<file path="config.mk">
export PLATFORM = sky130hd
export DESIGN_NAME = per_user_rating_mean_stdev_top_flat
export DESIGN_NICKNAME = d
export VERILOG_FILES = /design/src/hdl/purms_pkg.sv /design/src/hdl/purms_if.sv /design/src/hdl/per_user_rating_mean_stdev_top.sv /design/src/flat_wrapper.sv
export SDC_FILE = /design/constraint.sdc
export NUM_CORES = 2
export LEC_CHECK = 0
export BUFFER_PORTS_ARGS = -buffer_cell sky130_fd_sc_hd__buf_2
export CAP_MARGIN = 25
export CORE_MARGIN = 8
export CORE_UTILIZATION = 35
export CTS_CLUSTER_SIZE = 30
export DETAILED_ROUTE_END_ITERATION = 8
export PLACE_DENSITY_LB_ADDON = 0.25
export SLEW_MARGIN = 20
export SYNTH_ARGS = -nofsm -noshare
export SYNTH_HDL_FRONTEND = slang
export SYNTH_SLANG_ARGS = --single-unit
</file>
<file path="constraint.sdc">
create_clock -name clk_i -period 10.1 [get_ports clk_i]
set_input_delay 0 -clock clk_i [delete_from_list [all_inputs] [get_ports clk_i]]
set_output_delay 0 -clock clk_i [all_outputs]
set_load 0.05 [all_outputs]
</file>
<file path="src/hdl/purms_pkg.sv">
// ----------------------------------------------------------------------------
// purms_pkg: shared types and constants of the per-user rating statistics
// Field widths, datapath widths, sequencer states and the one-rating deviation.
// ----------------------------------------------------------------------------
`timescale 1ns / 1ps

package purms_pkg;

  // field widths
  localparam int ID_W   = 19;
  localparam int CNT_W  = 16;
  localparam int FRAC_W = 16;
  localparam int RAT_W  = 3;

  // accumulator and datapath widths
  localparam int SUM_W  = CNT_W + 3;            // sum of ratings
  localparam int SQS_W  = CNT_W + 6;            // sum of squared ratings
  localparam int STAT_W = FRAC_W + 3;           // Q3.FRAC result
  localparam int MUL_W  = SQS_W;                // shared multiplier operand
  localparam int PROD_W = 2 * CNT_W + 6;        // n*sumsq and sum^2
  localparam int RAD_W  = PROD_W + 2 * FRAC_W;  // scaled radicand
  localparam int ROOT_W = RAD_W / 2;            // root of the radicand
  localparam int REM_W  = ROOT_W + 3;           // shared subtractor width
  localparam int QUO_W  = STAT_W;               // quotient bits per division
  localparam int STEP_W = $clog2(ROOT_W);       // iteration counter

  localparam logic [CNT_W-1:0] CNT_MAX = '1;

  // sequencer states
  typedef enum logic [3:0] {
    S_IDLE,
    S_MULQ,
    S_MULS,
    S_DIFF,
    S_SQRT,
    S_LDS,
    S_DIVS,
    S_LDM,
    S_DIVM,
    S_OUT
  } seq_state_e;

  // integer square root, used at elaboration only
  function automatic logic [63:0] isqrt64(input logic [63:0] x);
    logic [63:0] rem;
    logic [63:0] r;
    logic [63:0] bitv;
    rem  = x;
    r    = '0;
    bitv = 64'd1 << 62;
    for (int i = 0; i < 32; i++) begin
      if (rem >= r + bitv) begin
        rem = rem - (r + bitv);
        r   = (r >> 1) + bitv;
      end else begin
        r = r >> 1;
      end
      bitv = bitv >> 2;
    end
    return r;
  endfunction

  // deviation reported for a user with a single rating: 4/sqrt(12)
  localparam logic [63:0] STDEV_ONE_WIDE = isqrt64((64'd1 << (2 * FRAC_W + 2)) / 64'd3);
  localparam logic [STAT_W-1:0] STDEV_ONE = STDEV_ONE_WIDE[STAT_W-1:0];

endpackage

</file>
<file path="src/hdl/purms_if.sv">
// ----------------------------------------------------------------------------
// purms_if: valid/ready channels of the per-user rating statistics
// Input channel carries rating records and flushes; output carries user stats.
// ----------------------------------------------------------------------------
`timescale 1ns / 1ps

interface purms_in_if import purms_pkg::*; ();
  logic             valid;
  logic             ready;
  logic             cmd;
  logic [ID_W-1:0]  user_id;
  logic [RAT_W-1:0] rating;

  modport source (output valid, output cmd, output user_id, output rating, input ready);
  modport sink   (input valid, input cmd, input user_id, input rating, output ready);
endinterface

interface purms_out_if import purms_pkg::*; ();
  logic              valid;
  logic              ready;
  logic [ID_W-1:0]   closed_user_id;
  logic [STAT_W-1:0] mean_q16;
  logic [STAT_W-1:0] stdev_q16;
  logic [CNT_W-1:0]  rating_count;
  logic [ID_W-1:0]   skipped_ids;
  logic              count_overflow;

  modport source (output valid, output closed_user_id, output mean_q16, output stdev_q16,
                  output rating_count, output skipped_ids, output count_overflow,
                  input ready);
  modport sink   (input valid, input closed_user_id, input mean_q16, input stdev_q16,
                  input rating_count, input skipped_ids, input count_overflow,
                  output ready);
endinterface

</file>
<file path="src/hdl/per_user_rating_mean_stdev_top.sv">
// ----------------------------------------------------------------------------
// per_user_rating_mean_stdev_top: per-user mean and population deviation
// A record that does not close a user leaves the input ready; the next may follow.
// A record or flush that closes a user starts the sequencer: two products on
// the shared multiplier, a ROOT_W-step square root and two STAT_W-step
// divisions on one shared subtractor; the result is then registered once the
// output register is free, and the input is ready again.
// Reset (async, active low) clears the open user, counters and output valid.
// ----------------------------------------------------------------------------
`timescale 1ns / 1ps

module per_user_rating_mean_stdev_top import purms_pkg::*; (
  input  logic           clk_i,
  input  logic           rst_ni,
  purms_in_if.sink       in_i,
  purms_out_if.source    out_o
);

  // open-user accumulators
  logic [ID_W-1:0]   cur_q, cur_d;
  logic [CNT_W-1:0]  total_q, total_d;
  logic [SUM_W-1:0]  sum_q, sum_d;
  logic [SQS_W-1:0]  sqs_q, sqs_d;
  logic              ovf_q, ovf_d;
  logic [ID_W-1:0]   prev_q, prev_d;

  // snapshot of the user being closed
  logic [ID_W-1:0]   snap_id_q;
  logic [CNT_W-1:0]  snap_n_q;
  logic [SUM_W-1:0]  snap_s_q;
  logic [SQS_W-1:0]  snap_sq_q;
  logic [ID_W-1:0]   snap_skip_q;
  logic              snap_ovf_q;

  // sequencer and shared datapath
  seq_state_e        state_q, state_d;
  logic [STEP_W-1:0] step_q;
  logic [PROD_W-1:0] prod_q;
  logic [PROD_W-1:0] ssq_q;
  logic [RAD_W-1:0]  rad_q;
  logic [REM_W-1:0]  rem_q;
  logic [ROOT_W-1:0] root_q;
  logic [QUO_W-1:0]  num_q;
  logic [QUO_W-1:0]  quo_q;
  logic [STAT_W-1:0] stdev_q;

  // output register
  logic              out_valid_q;
  logic [ID_W-1:0]   out_id_q;
  logic [STAT_W-1:0] out_mean_q;
  logic [STAT_W-1:0] out_stdev_q;
  logic [CNT_W-1:0]  out_cnt_q;
  logic [ID_W-1:0]   out_skip_q;
  logic              out_ovf_q;

  logic              in_xfer;
  logic              emit;
  logic              out_free;
  logic [5:0]        rat_sq;
  logic [ID_W-1:0]   skip;

  logic [MUL_W-1:0]   mul_a, mul_b;
  logic [2*MUL_W-1:0] mul_p;
  logic [REM_W-1:0]   alu_a, alu_b;
  logic [REM_W:0]     alu_diff;
  logic               alu_ge;

  assign in_xfer  = in_i.valid && in_i.ready;
  assign out_free = !out_valid_q || out_o.ready;
  assign rat_sq   = {3'b000, in_i.rating} * {3'b000, in_i.rating};
  assign skip     = (cur_q > prev_q) ? (cur_q - prev_q - ID_W'(1)) : '0;

  // a record with a higher id or a flush closes the open user
  assign emit = (cur_q != '0) && (in_i.cmd || (in_i.user_id > cur_q));

  // accumulator update
  always_comb begin
    cur_d   = cur_q;
    total_d = total_q;
    sum_d   = sum_q;
    sqs_d   = sqs_q;
    ovf_d   = ovf_q;
    prev_d  = prev_q;
    if (in_xfer) begin
      if (emit) begin
        prev_d = cur_q;
      end
      if (in_i.cmd) begin
        cur_d   = '0;
        total_d = '0;
        sum_d   = '0;
        sqs_d   = '0;
        ovf_d   = 1'b0;
      end else if (in_i.user_id != '0 && (cur_q == '0 || in_i.user_id > cur_q)) begin
        // open a new user with this rating
        cur_d   = in_i.user_id;
        total_d = CNT_W'(1);
        sum_d   = SUM_W'(in_i.rating);
        sqs_d   = SQS_W'(rat_sq);
        ovf_d   = 1'b0;
      end else if (cur_q != '0) begin
        // join the open user
        if (total_q == CNT_MAX) begin
          ovf_d = 1'b1;
        end else begin
          total_d = total_q + CNT_W'(1);
          sum_d   = sum_q + SUM_W'(in_i.rating);
          sqs_d   = sqs_q + SQS_W'(rat_sq);
        end
      end
    end
  end

  // next state
  always_comb begin
    state_d = state_q;
    case (state_q)
      S_IDLE: if (in_xfer && emit) state_d = S_MULQ;
      S_MULQ: state_d = S_MULS;
      S_MULS: state_d = S_DIFF;
      S_DIFF: state_d = S_SQRT;
      S_SQRT: if (step_q == '0) state_d = S_LDS;
      S_LDS:  state_d = S_DIVS;
      S_DIVS: if (step_q == '0) state_d = S_LDM;
      S_LDM:  state_d = S_DIVM;
      S_DIVM: if (step_q == '0) state_d = S_OUT;
      S_OUT:  if (out_free) state_d = S_IDLE;
      default: state_d = S_IDLE;
    endcase
  end

  // shared multiplier and subtractor operand selection
  always_comb begin
    mul_a = '0;
    mul_b = '0;
    alu_a = '0;
    alu_b = '0;
    case (state_q)
      S_MULQ: begin
        mul_a = MUL_W'(snap_n_q);
        mul_b = MUL_W'(snap_sq_q);
      end
      S_MULS: begin
        mul_a = MUL_W'(snap_s_q);
        mul_b = MUL_W'(snap_s_q);
      end
      S_SQRT: begin
        alu_a = {rem_q[REM_W-3:0], rad_q[RAD_W-1 -: 2]};
        alu_b = {1'b0, root_q, 2'b01};
      end
      S_DIVS, S_DIVM: begin
        alu_a = REM_W'({rem_q[CNT_W-1:0], num_q[QUO_W-1]});
        alu_b = REM_W'(snap_n_q);
      end
      default: ;
    endcase
  end

  assign mul_p    = mul_a * mul_b;
  assign alu_diff = {1'b0, alu_a} - {1'b0, alu_b};
  assign alu_ge   = !alu_diff[REM_W];

  assign in_i.ready = (state_q == S_IDLE);

  // control registers
  always_ff @(posedge clk_i or negedge rst_ni) begin
    if (!rst_ni) begin
      state_q     <= S_IDLE;
      cur_q       <= '0;
      total_q     <= '0;
      sum_q       <= '0;
      sqs_q       <= '0;
      ovf_q       <= 1'b0;
      prev_q      <= '0;
      out_valid_q <= 1'b0;
    end else begin
      state_q <= state_d;
      cur_q   <= cur_d;
      total_q <= total_d;
      sum_q   <= sum_d;
      sqs_q   <= sqs_d;
      ovf_q   <= ovf_d;
      prev_q  <= prev_d;
      if (state_q == S_OUT && out_free) begin
        out_valid_q <= 1'b1;
      end else if (out_o.ready) begin
        out_valid_q <= 1'b0;
      end
    end
  end

  // snapshot and iterative datapath
  always_ff @(posedge clk_i) begin
    if (in_xfer && emit) begin
      snap_id_q   <= cur_q;
      snap_n_q    <= total_q;
      snap_s_q    <= sum_q;
      snap_sq_q   <= sqs_q;
      snap_skip_q <= skip;
      snap_ovf_q  <= ovf_q;
    end
    case (state_q)
      S_MULQ: prod_q <= mul_p[PROD_W-1:0];
      S_MULS: ssq_q  <= mul_p[PROD_W-1:0];
      S_DIFF: begin
        rad_q  <= {prod_q - ssq_q, {(2 * FRAC_W){1'b0}}};
        rem_q  <= '0;
        root_q <= '0;
        step_q <= STEP_W'(ROOT_W - 1);
      end
      S_SQRT: begin
        // one root bit per step
        rad_q  <= rad_q << 2;
        rem_q  <= alu_ge ? alu_diff[REM_W-1:0] : alu_a;
        root_q <= {root_q[ROOT_W-2:0], alu_ge};
        step_q <= step_q - STEP_W'(1);
      end
      S_LDS: begin
        rem_q  <= REM_W'(root_q[ROOT_W-1:QUO_W]);
        num_q  <= root_q[QUO_W-1:0];
        step_q <= STEP_W'(QUO_W - 1);
      end
      S_DIVS, S_DIVM: begin
        // restoring division, one quotient bit per step
        rem_q  <= alu_ge ? alu_diff[REM_W-1:0] : alu_a;
        num_q  <= num_q << 1;
        quo_q  <= {quo_q[QUO_W-2:0], alu_ge};
        step_q <= step_q - STEP_W'(1);
      end
      S_LDM: begin
        stdev_q <= quo_q;
        rem_q   <= REM_W'(snap_s_q[SUM_W-1:QUO_W-FRAC_W]);
        num_q   <= {snap_s_q[QUO_W-FRAC_W-1:0], {FRAC_W{1'b0}}};
        step_q  <= STEP_W'(QUO_W - 1);
      end
      default: ;
    endcase
    if (state_q == S_OUT && out_free) begin
      out_id_q    <= snap_id_q;
      out_mean_q  <= quo_q;
      out_stdev_q <= (snap_n_q == CNT_W'(1)) ? STDEV_ONE : stdev_q;
      out_cnt_q   <= snap_n_q;
      out_skip_q  <= snap_skip_q;
      out_ovf_q   <= snap_ovf_q;
    end
  end

  assign out_o.valid          = out_valid_q;
  assign out_o.closed_user_id = out_id_q;
  assign out_o.mean_q16       = out_mean_q;
  assign out_o.stdev_q16      = out_stdev_q;
  assign out_o.rating_count   = out_cnt_q;
  assign out_o.skipped_ids    = out_skip_q;
  assign out_o.count_overflow = out_ovf_q;

`ifndef SYNTHESIS
  // a result appears only at the end of a closing sequence
  a_out_from_seq: assert property (@(posedge clk_i) disable iff (!rst_ni)
    $rose(out_valid_q) |-> $past(state_q) == S_OUT)
    else $error("result raised outside the closing sequence");

  // with no user open the accumulators stay clear
  a_idle_clear: assert property (@(posedge clk_i) disable iff (!rst_ni)
    (cur_q == '0) |-> (total_q == '0 && sum_q == '0 && sqs_q == '0 && !ovf_q))
    else $error("accumulators hold data with no user open");

  // the division remainder stays below the rating count
  a_div_rem: assert property (@(posedge clk_i) disable iff (!rst_ni)
    (state_q == S_DIVS || state_q == S_DIVM) |->
      (rem_q[CNT_W-1:0] < snap_n_q && rem_q[REM_W-1:CNT_W] == '0))
    else $error("division remainder out of range");
`endif

endmodule
</file>
<file path="src/flat_wrapper.sv">
// flat-port wrapper written by rule: the top's interface ports become plain ports
module per_user_rating_mean_stdev_top_flat import purms_pkg::*;
  (clk_i, rst_ni, in_i_valid, in_i_cmd, in_i_user_id, in_i_rating, in_i_ready, out_o_valid, out_o_closed_user_id, out_o_mean_q16, out_o_stdev_q16, out_o_rating_count, out_o_skipped_ids, out_o_count_overflow, out_o_ready);
  purms_in_if in_i_i ();
  purms_out_if out_o_i ();
  input  logic clk_i;
  input  logic rst_ni;
  input wire logic [$bits(in_i_i.valid)-1:0] in_i_valid;
  input wire logic [$bits(in_i_i.cmd)-1:0] in_i_cmd;
  input wire logic [$bits(in_i_i.user_id)-1:0] in_i_user_id;
  input wire logic [$bits(in_i_i.rating)-1:0] in_i_rating;
  output wire logic [$bits(in_i_i.ready)-1:0] in_i_ready;
  output wire logic [$bits(out_o_i.valid)-1:0] out_o_valid;
  output wire logic [$bits(out_o_i.closed_user_id)-1:0] out_o_closed_user_id;
  output wire logic [$bits(out_o_i.mean_q16)-1:0] out_o_mean_q16;
  output wire logic [$bits(out_o_i.stdev_q16)-1:0] out_o_stdev_q16;
  output wire logic [$bits(out_o_i.rating_count)-1:0] out_o_rating_count;
  output wire logic [$bits(out_o_i.skipped_ids)-1:0] out_o_skipped_ids;
  output wire logic [$bits(out_o_i.count_overflow)-1:0] out_o_count_overflow;
  input wire logic [$bits(out_o_i.ready)-1:0] out_o_ready;
  assign in_i_i.valid = in_i_valid;
  assign in_i_i.cmd = in_i_cmd;
  assign in_i_i.user_id = in_i_user_id;
  assign in_i_i.rating = in_i_rating;
  assign in_i_ready = in_i_i.ready;
  assign out_o_valid = out_o_i.valid;
  assign out_o_closed_user_id = out_o_i.closed_user_id;
  assign out_o_mean_q16 = out_o_i.mean_q16;
  assign out_o_stdev_q16 = out_o_i.stdev_q16;
  assign out_o_rating_count = out_o_i.rating_count;
  assign out_o_skipped_ids = out_o_i.skipped_ids;
  assign out_o_count_overflow = out_o_i.count_overflow;
  assign out_o_i.ready = out_o_ready;
  per_user_rating_mean_stdev_top u_core (.clk_i(clk_i), .rst_ni(rst_ni), .in_i(in_i_i), .out_o(out_o_i));
endmodule
</file>
==> results.json <==
{
  "status": "completed",
  "rows": 122,
  "finalHoldViolCount": 0,
  "grt_use_total_pct": 17.60,
  "met3_usage_pct": 3.417,
  "slew_headroom_pct": 28.59,
  "clock_path_buffers": 3,
  "power.leakage_nw": 19.25,
  "setup_violations": 0,
  "yosys-top-cells-area": "edfxtp_1, fa_1, ha_1",
  "cts_made_buffers": 61,
  "finalSetupTns_ns": 0,
  "final_antenna_net_count": 0,
  "ys_warn_count": 0,
  "clk_latency_ns": 0.68,
  "synth_seq_cells": 538,
  "pin_count": 122,
  "cts.root.buffer_cell": "clkbuf_16",
  "start_kind": "flip-flop",
  "rsz0062_at_grt": "false",
  "cts_resized": 0,
  "crit_required_ns": 10.52,
  "path_delay_family": "adder cells",
  "core_um2": 110500,
  "grt_use_met2_pct": 27.34,
  "place_area_um2": 41560,
  "antenna_found_initial": 6,
  "synth_area_per_cell_um2": 10.52,
  "drt_pass1_iterations": 6,
  "hpwl_mm": 80.65,
  "first_global_vias": 27920,
  "finish.utilization_pct": 40.11,
  "hold_class": "input pin to flip-flop",
  "synth_cell_types": 89,
  "grt_max_degree": 112,
  "crit_slowest_cell": "dfrtp_1",
  "grt_busiest_layer": "met2",
  "start_util_pct": 35.24,
  "nets": 4499,
  "powerDensity_nw_per_um2": 324.1,
  "use_met1_pct": 24.76,
  "yosysTopAreaCell": "edfxtp_1",
  "fin_worst_skew_ns": 0.05153,
  "final_cell_count_no_fill": 5440,
  "max_slew.worst_pin.slew_ns": 1.071,
  "synth_edf_count": 437,
  "n_fill_cell": 10858,
  "cpPeakStageDelay_ns": 0.68,
  "cts.sink_count": 538,
  "syn_area_um2": 38950,
  "maxCapViolCount": 0,
  "syn_to_final_growth_pct": 13.80,
  "fp.dieArea_um2": 122200,
  "detail_route.wirelength_mm": 108.0,
  "die_x_um": 349.6,
  "wl_per_cell_um": 19.85,
  "syn_inst": 3703,
  "cts_tree": "built",
  "vias": 27479,
  "ir_worst_vdd_uv": 276.1,
  "critPathBufInv": 7,
  "cpMostUsedCell": "fa_1",
  "fin_crit_ns": 8.864,
  "worstSetupPathType": "flip-flop to flip-flop",
  "crit_path_max_fanout": 111,
  "yosysSeqAreaShare_pct": 40.18,
  "path_clk_slew_ns": 0.06,
  "die_height_um": 349.6,
  "slew_violations": 0,
  "vias_per_cell": 5.051,
  "htree_levels": 2,
  "grt_pass1_wl_mm": 167.9,
  "cts_setup_buffers": 0,
  "crit_path_end_kind": "flip-flop",
  "drive_gt1_share_pct": 8.637,
  "drcViolationCount": 0,
  "drt_iter0_drc": 2003,
  "grt_overflow": 0,
  "dp_cells": 5253,
  "async_flop_share_pct": 18.77,
  "min_period_over_period_pct": 87.77,
  "io_buffers": 121,
  "yosys_most_used_dff": "edfxtp_1",
  "fin_area_um2": 44330,
  "max_freq_ghz": 0.1128,
  "place.gp.congestion": 0.9650,
  "hold_buffers": 66,
  "yosys.area.top_type_share_pct": 33.69,
  "arrival_ns": 9.28
}
-- cell families (layout without fill, tap and decap cells) --
family | Yosys count | after routing | synth area share [%]
other | 1 | 7 | 0.009628
DFF | 538 | 538 | 40.18
buffers and inverters | 725 | 968 | 7.083
muxes | 45 | 45 | 1.163
adders and majority gates | 576 | 576 | 25.08
AOI/OAI and AO/OA | 620 | 620 | 10.75
xor gates and xnor gates | 162 | 162 | 3.643
and+or+nand+nor | 1036 | 1036 | 12.10
-- power breakdown --
group	internal, mW	switching [mW]
logic	3.10	5.04
registers	3.51	0.431
clock network	1.32	0.949
-- through the flow --
step | hold slack (ns) | total power [mW] | setup WS (ns)
after detailed placement | 0.09692 | 11.99 | 1.229
final | 0.3391 | 14.37 | 1.236
after global routing | 0.3623 | 15.53 | 0.7815
after CTS | 0.2980 | 14.40 | 1.215
after global placement | 0.09572 | 11.90 | 1.254
after floorplan | -0.2956 | 9.669 | 1.250
-- worst register-to-register path, delay by kind of cell, from the launching register on --
| family | cells | cell delay (ns) |
|---|---|---|
| buf+inv | 7 | 1.16 |
| compound gates | 9 | 2.46 |
| xor+xnor | 1 | 0.10 |
| fa+ha+maj | 7 | 3.34 |
| simple gates | 4 | 0.84 |
| flops | 1 | 0.68 |
-- synth_stat cells, types with 15 or more instances --
| library cell | number |
|---|---|
| nand2_1 | 363 |
| nor2_1 | 359 |
| nand2b_1 | 32 |
| xnor2_1 | 105 |
| a22oi_1 | 60 |
| a21oi_1 | 153 |
| a21o_1 | 81 |
| xor2_1 | 57 |
| nor3_1 | 28 |
| o21bai_1 | 17 |
| nor4_1 | 22 |
| clkbuf_1 | 102 |
| and3_1 | 56 |
| inv_1 | 593 |
| o21ai_0 | 112 |
| dfrtp_1 | 101 |
| a31oi_1 | 15 |
| ha_1 | 235 |
| mux2i_1 | 43 |
| fa_1 | 341 |
| a22o_1 | 62 |
| nor2b_1 | 19 |
| edfxtp_1 | 437 |
| o21a_1 | 15 |
| nand4_1 | 28 |
| nand3_1 | 36 |
| and2_1 | 35 |
-- flip-flops by register name, summed over array words and instances, names as in the netlist, 16 cells and up --
register	flops
u_core.stdev_q	19
u_core.out_o.stdev_q16	19
u_core.prev_q	19
u_core.num_q	19
u_core.sum_q	19
u_core.quo_q	19
u_core.ssq_q	38
u_core.snap_skip_q	19
u_core.snap_s_q	19
u_core.snap_sq_q	22
u_core.total_q	16
u_core.out_o.closed_user_id	19
u_core.out_o.mean_q16	19
u_core.out_o.rating_count	16
u_core.rem_q	36
u_core.rad_q	38
u_core.snap_id_q	19
u_core.cur_q	19
u_core.root_q	35
u_core.out_o.skipped_ids	19
u_core.prod_q	38
u_core.snap_n_q	16
u_core.sqs_q	22
-- worst paths after layout --
kind / from / endpoint / slack, ns / cells past startpoint
max: u_core.state_q[0]$_DFFE_PN0P_ / u_core.ssq_q[34]$_DFFE_PN_ / 1.24 / 28
min: in_i_rating[0] / u_core.sqs_q[0]$_DFFE_PN0P_ / 0.34 / 4
max reg2reg: u_core.state_q[0]$_DFFE_PN0P_ / u_core.ssq_q[34]$_DFFE_PN_ / 1.24 / 28
min reg2reg: u_core.snap_skip_q[3]$_SDFFCE_PP0P_ / u_core.out_o.skipped_ids[3]$_DFFE_PP_ / 0.42 / 0
max in group asynchronous: rst_ni / u_core.sum_q[3]$_DFFE_PN0P_ / 8.89 / 4
min in group asynchronous: rst_ni / u_core.sum_q[16]$_DFFE_PN0P_ / 0.47 / 4
-- metal layers --
metal	vias up	part of all wire, %
met5	-	0.022
met4	4	3.3
met1	13612	45
met3	186	7.4
met2	816	44
li1	12861	-
-- cells in the final DEF, fill, tap and decap left out, types with 22 or more instances in the layout --
cell	count
inv_1	592
edfxtp_1	437
nand2_1	363
nor2_1	355
fa_1	341
ha_1	235
a21oi_1	151
buf_2	123
o21ai_0	112
xnor2_1	105
dfrtp_1	101
a21o_1	81
dlygate4sd3_1	65
a22o_1	62
clkbuf_16	61
buf_4	61
a22oi_1	58
xor2_1	57
and3_1	56
mux2i_1	43
nand3_1	36
and2_1	35
nand2b_1	32
nand4_1	28
nor3_1	24
nor4_1	22
-- cell type report --
cell class / instances / area [um2] / share of cell area [%]
antenna: 4 / 10.01 / 0.02258
clock buffer: 74 / 1575 / 3.554
clock inverter: 41 / 489.2 / 1.104
inverter: 595 / 2236 / 5.044
multi-input combinational: 2442 / 20640 / 46.56
sequential: 538 / 15650 / 35.31
tap: 1488 / 1862 / 4.200
timing repair buffer: 258 / 1864 / 4.206
Note: power is estimated with default switching activity, not from simulation.
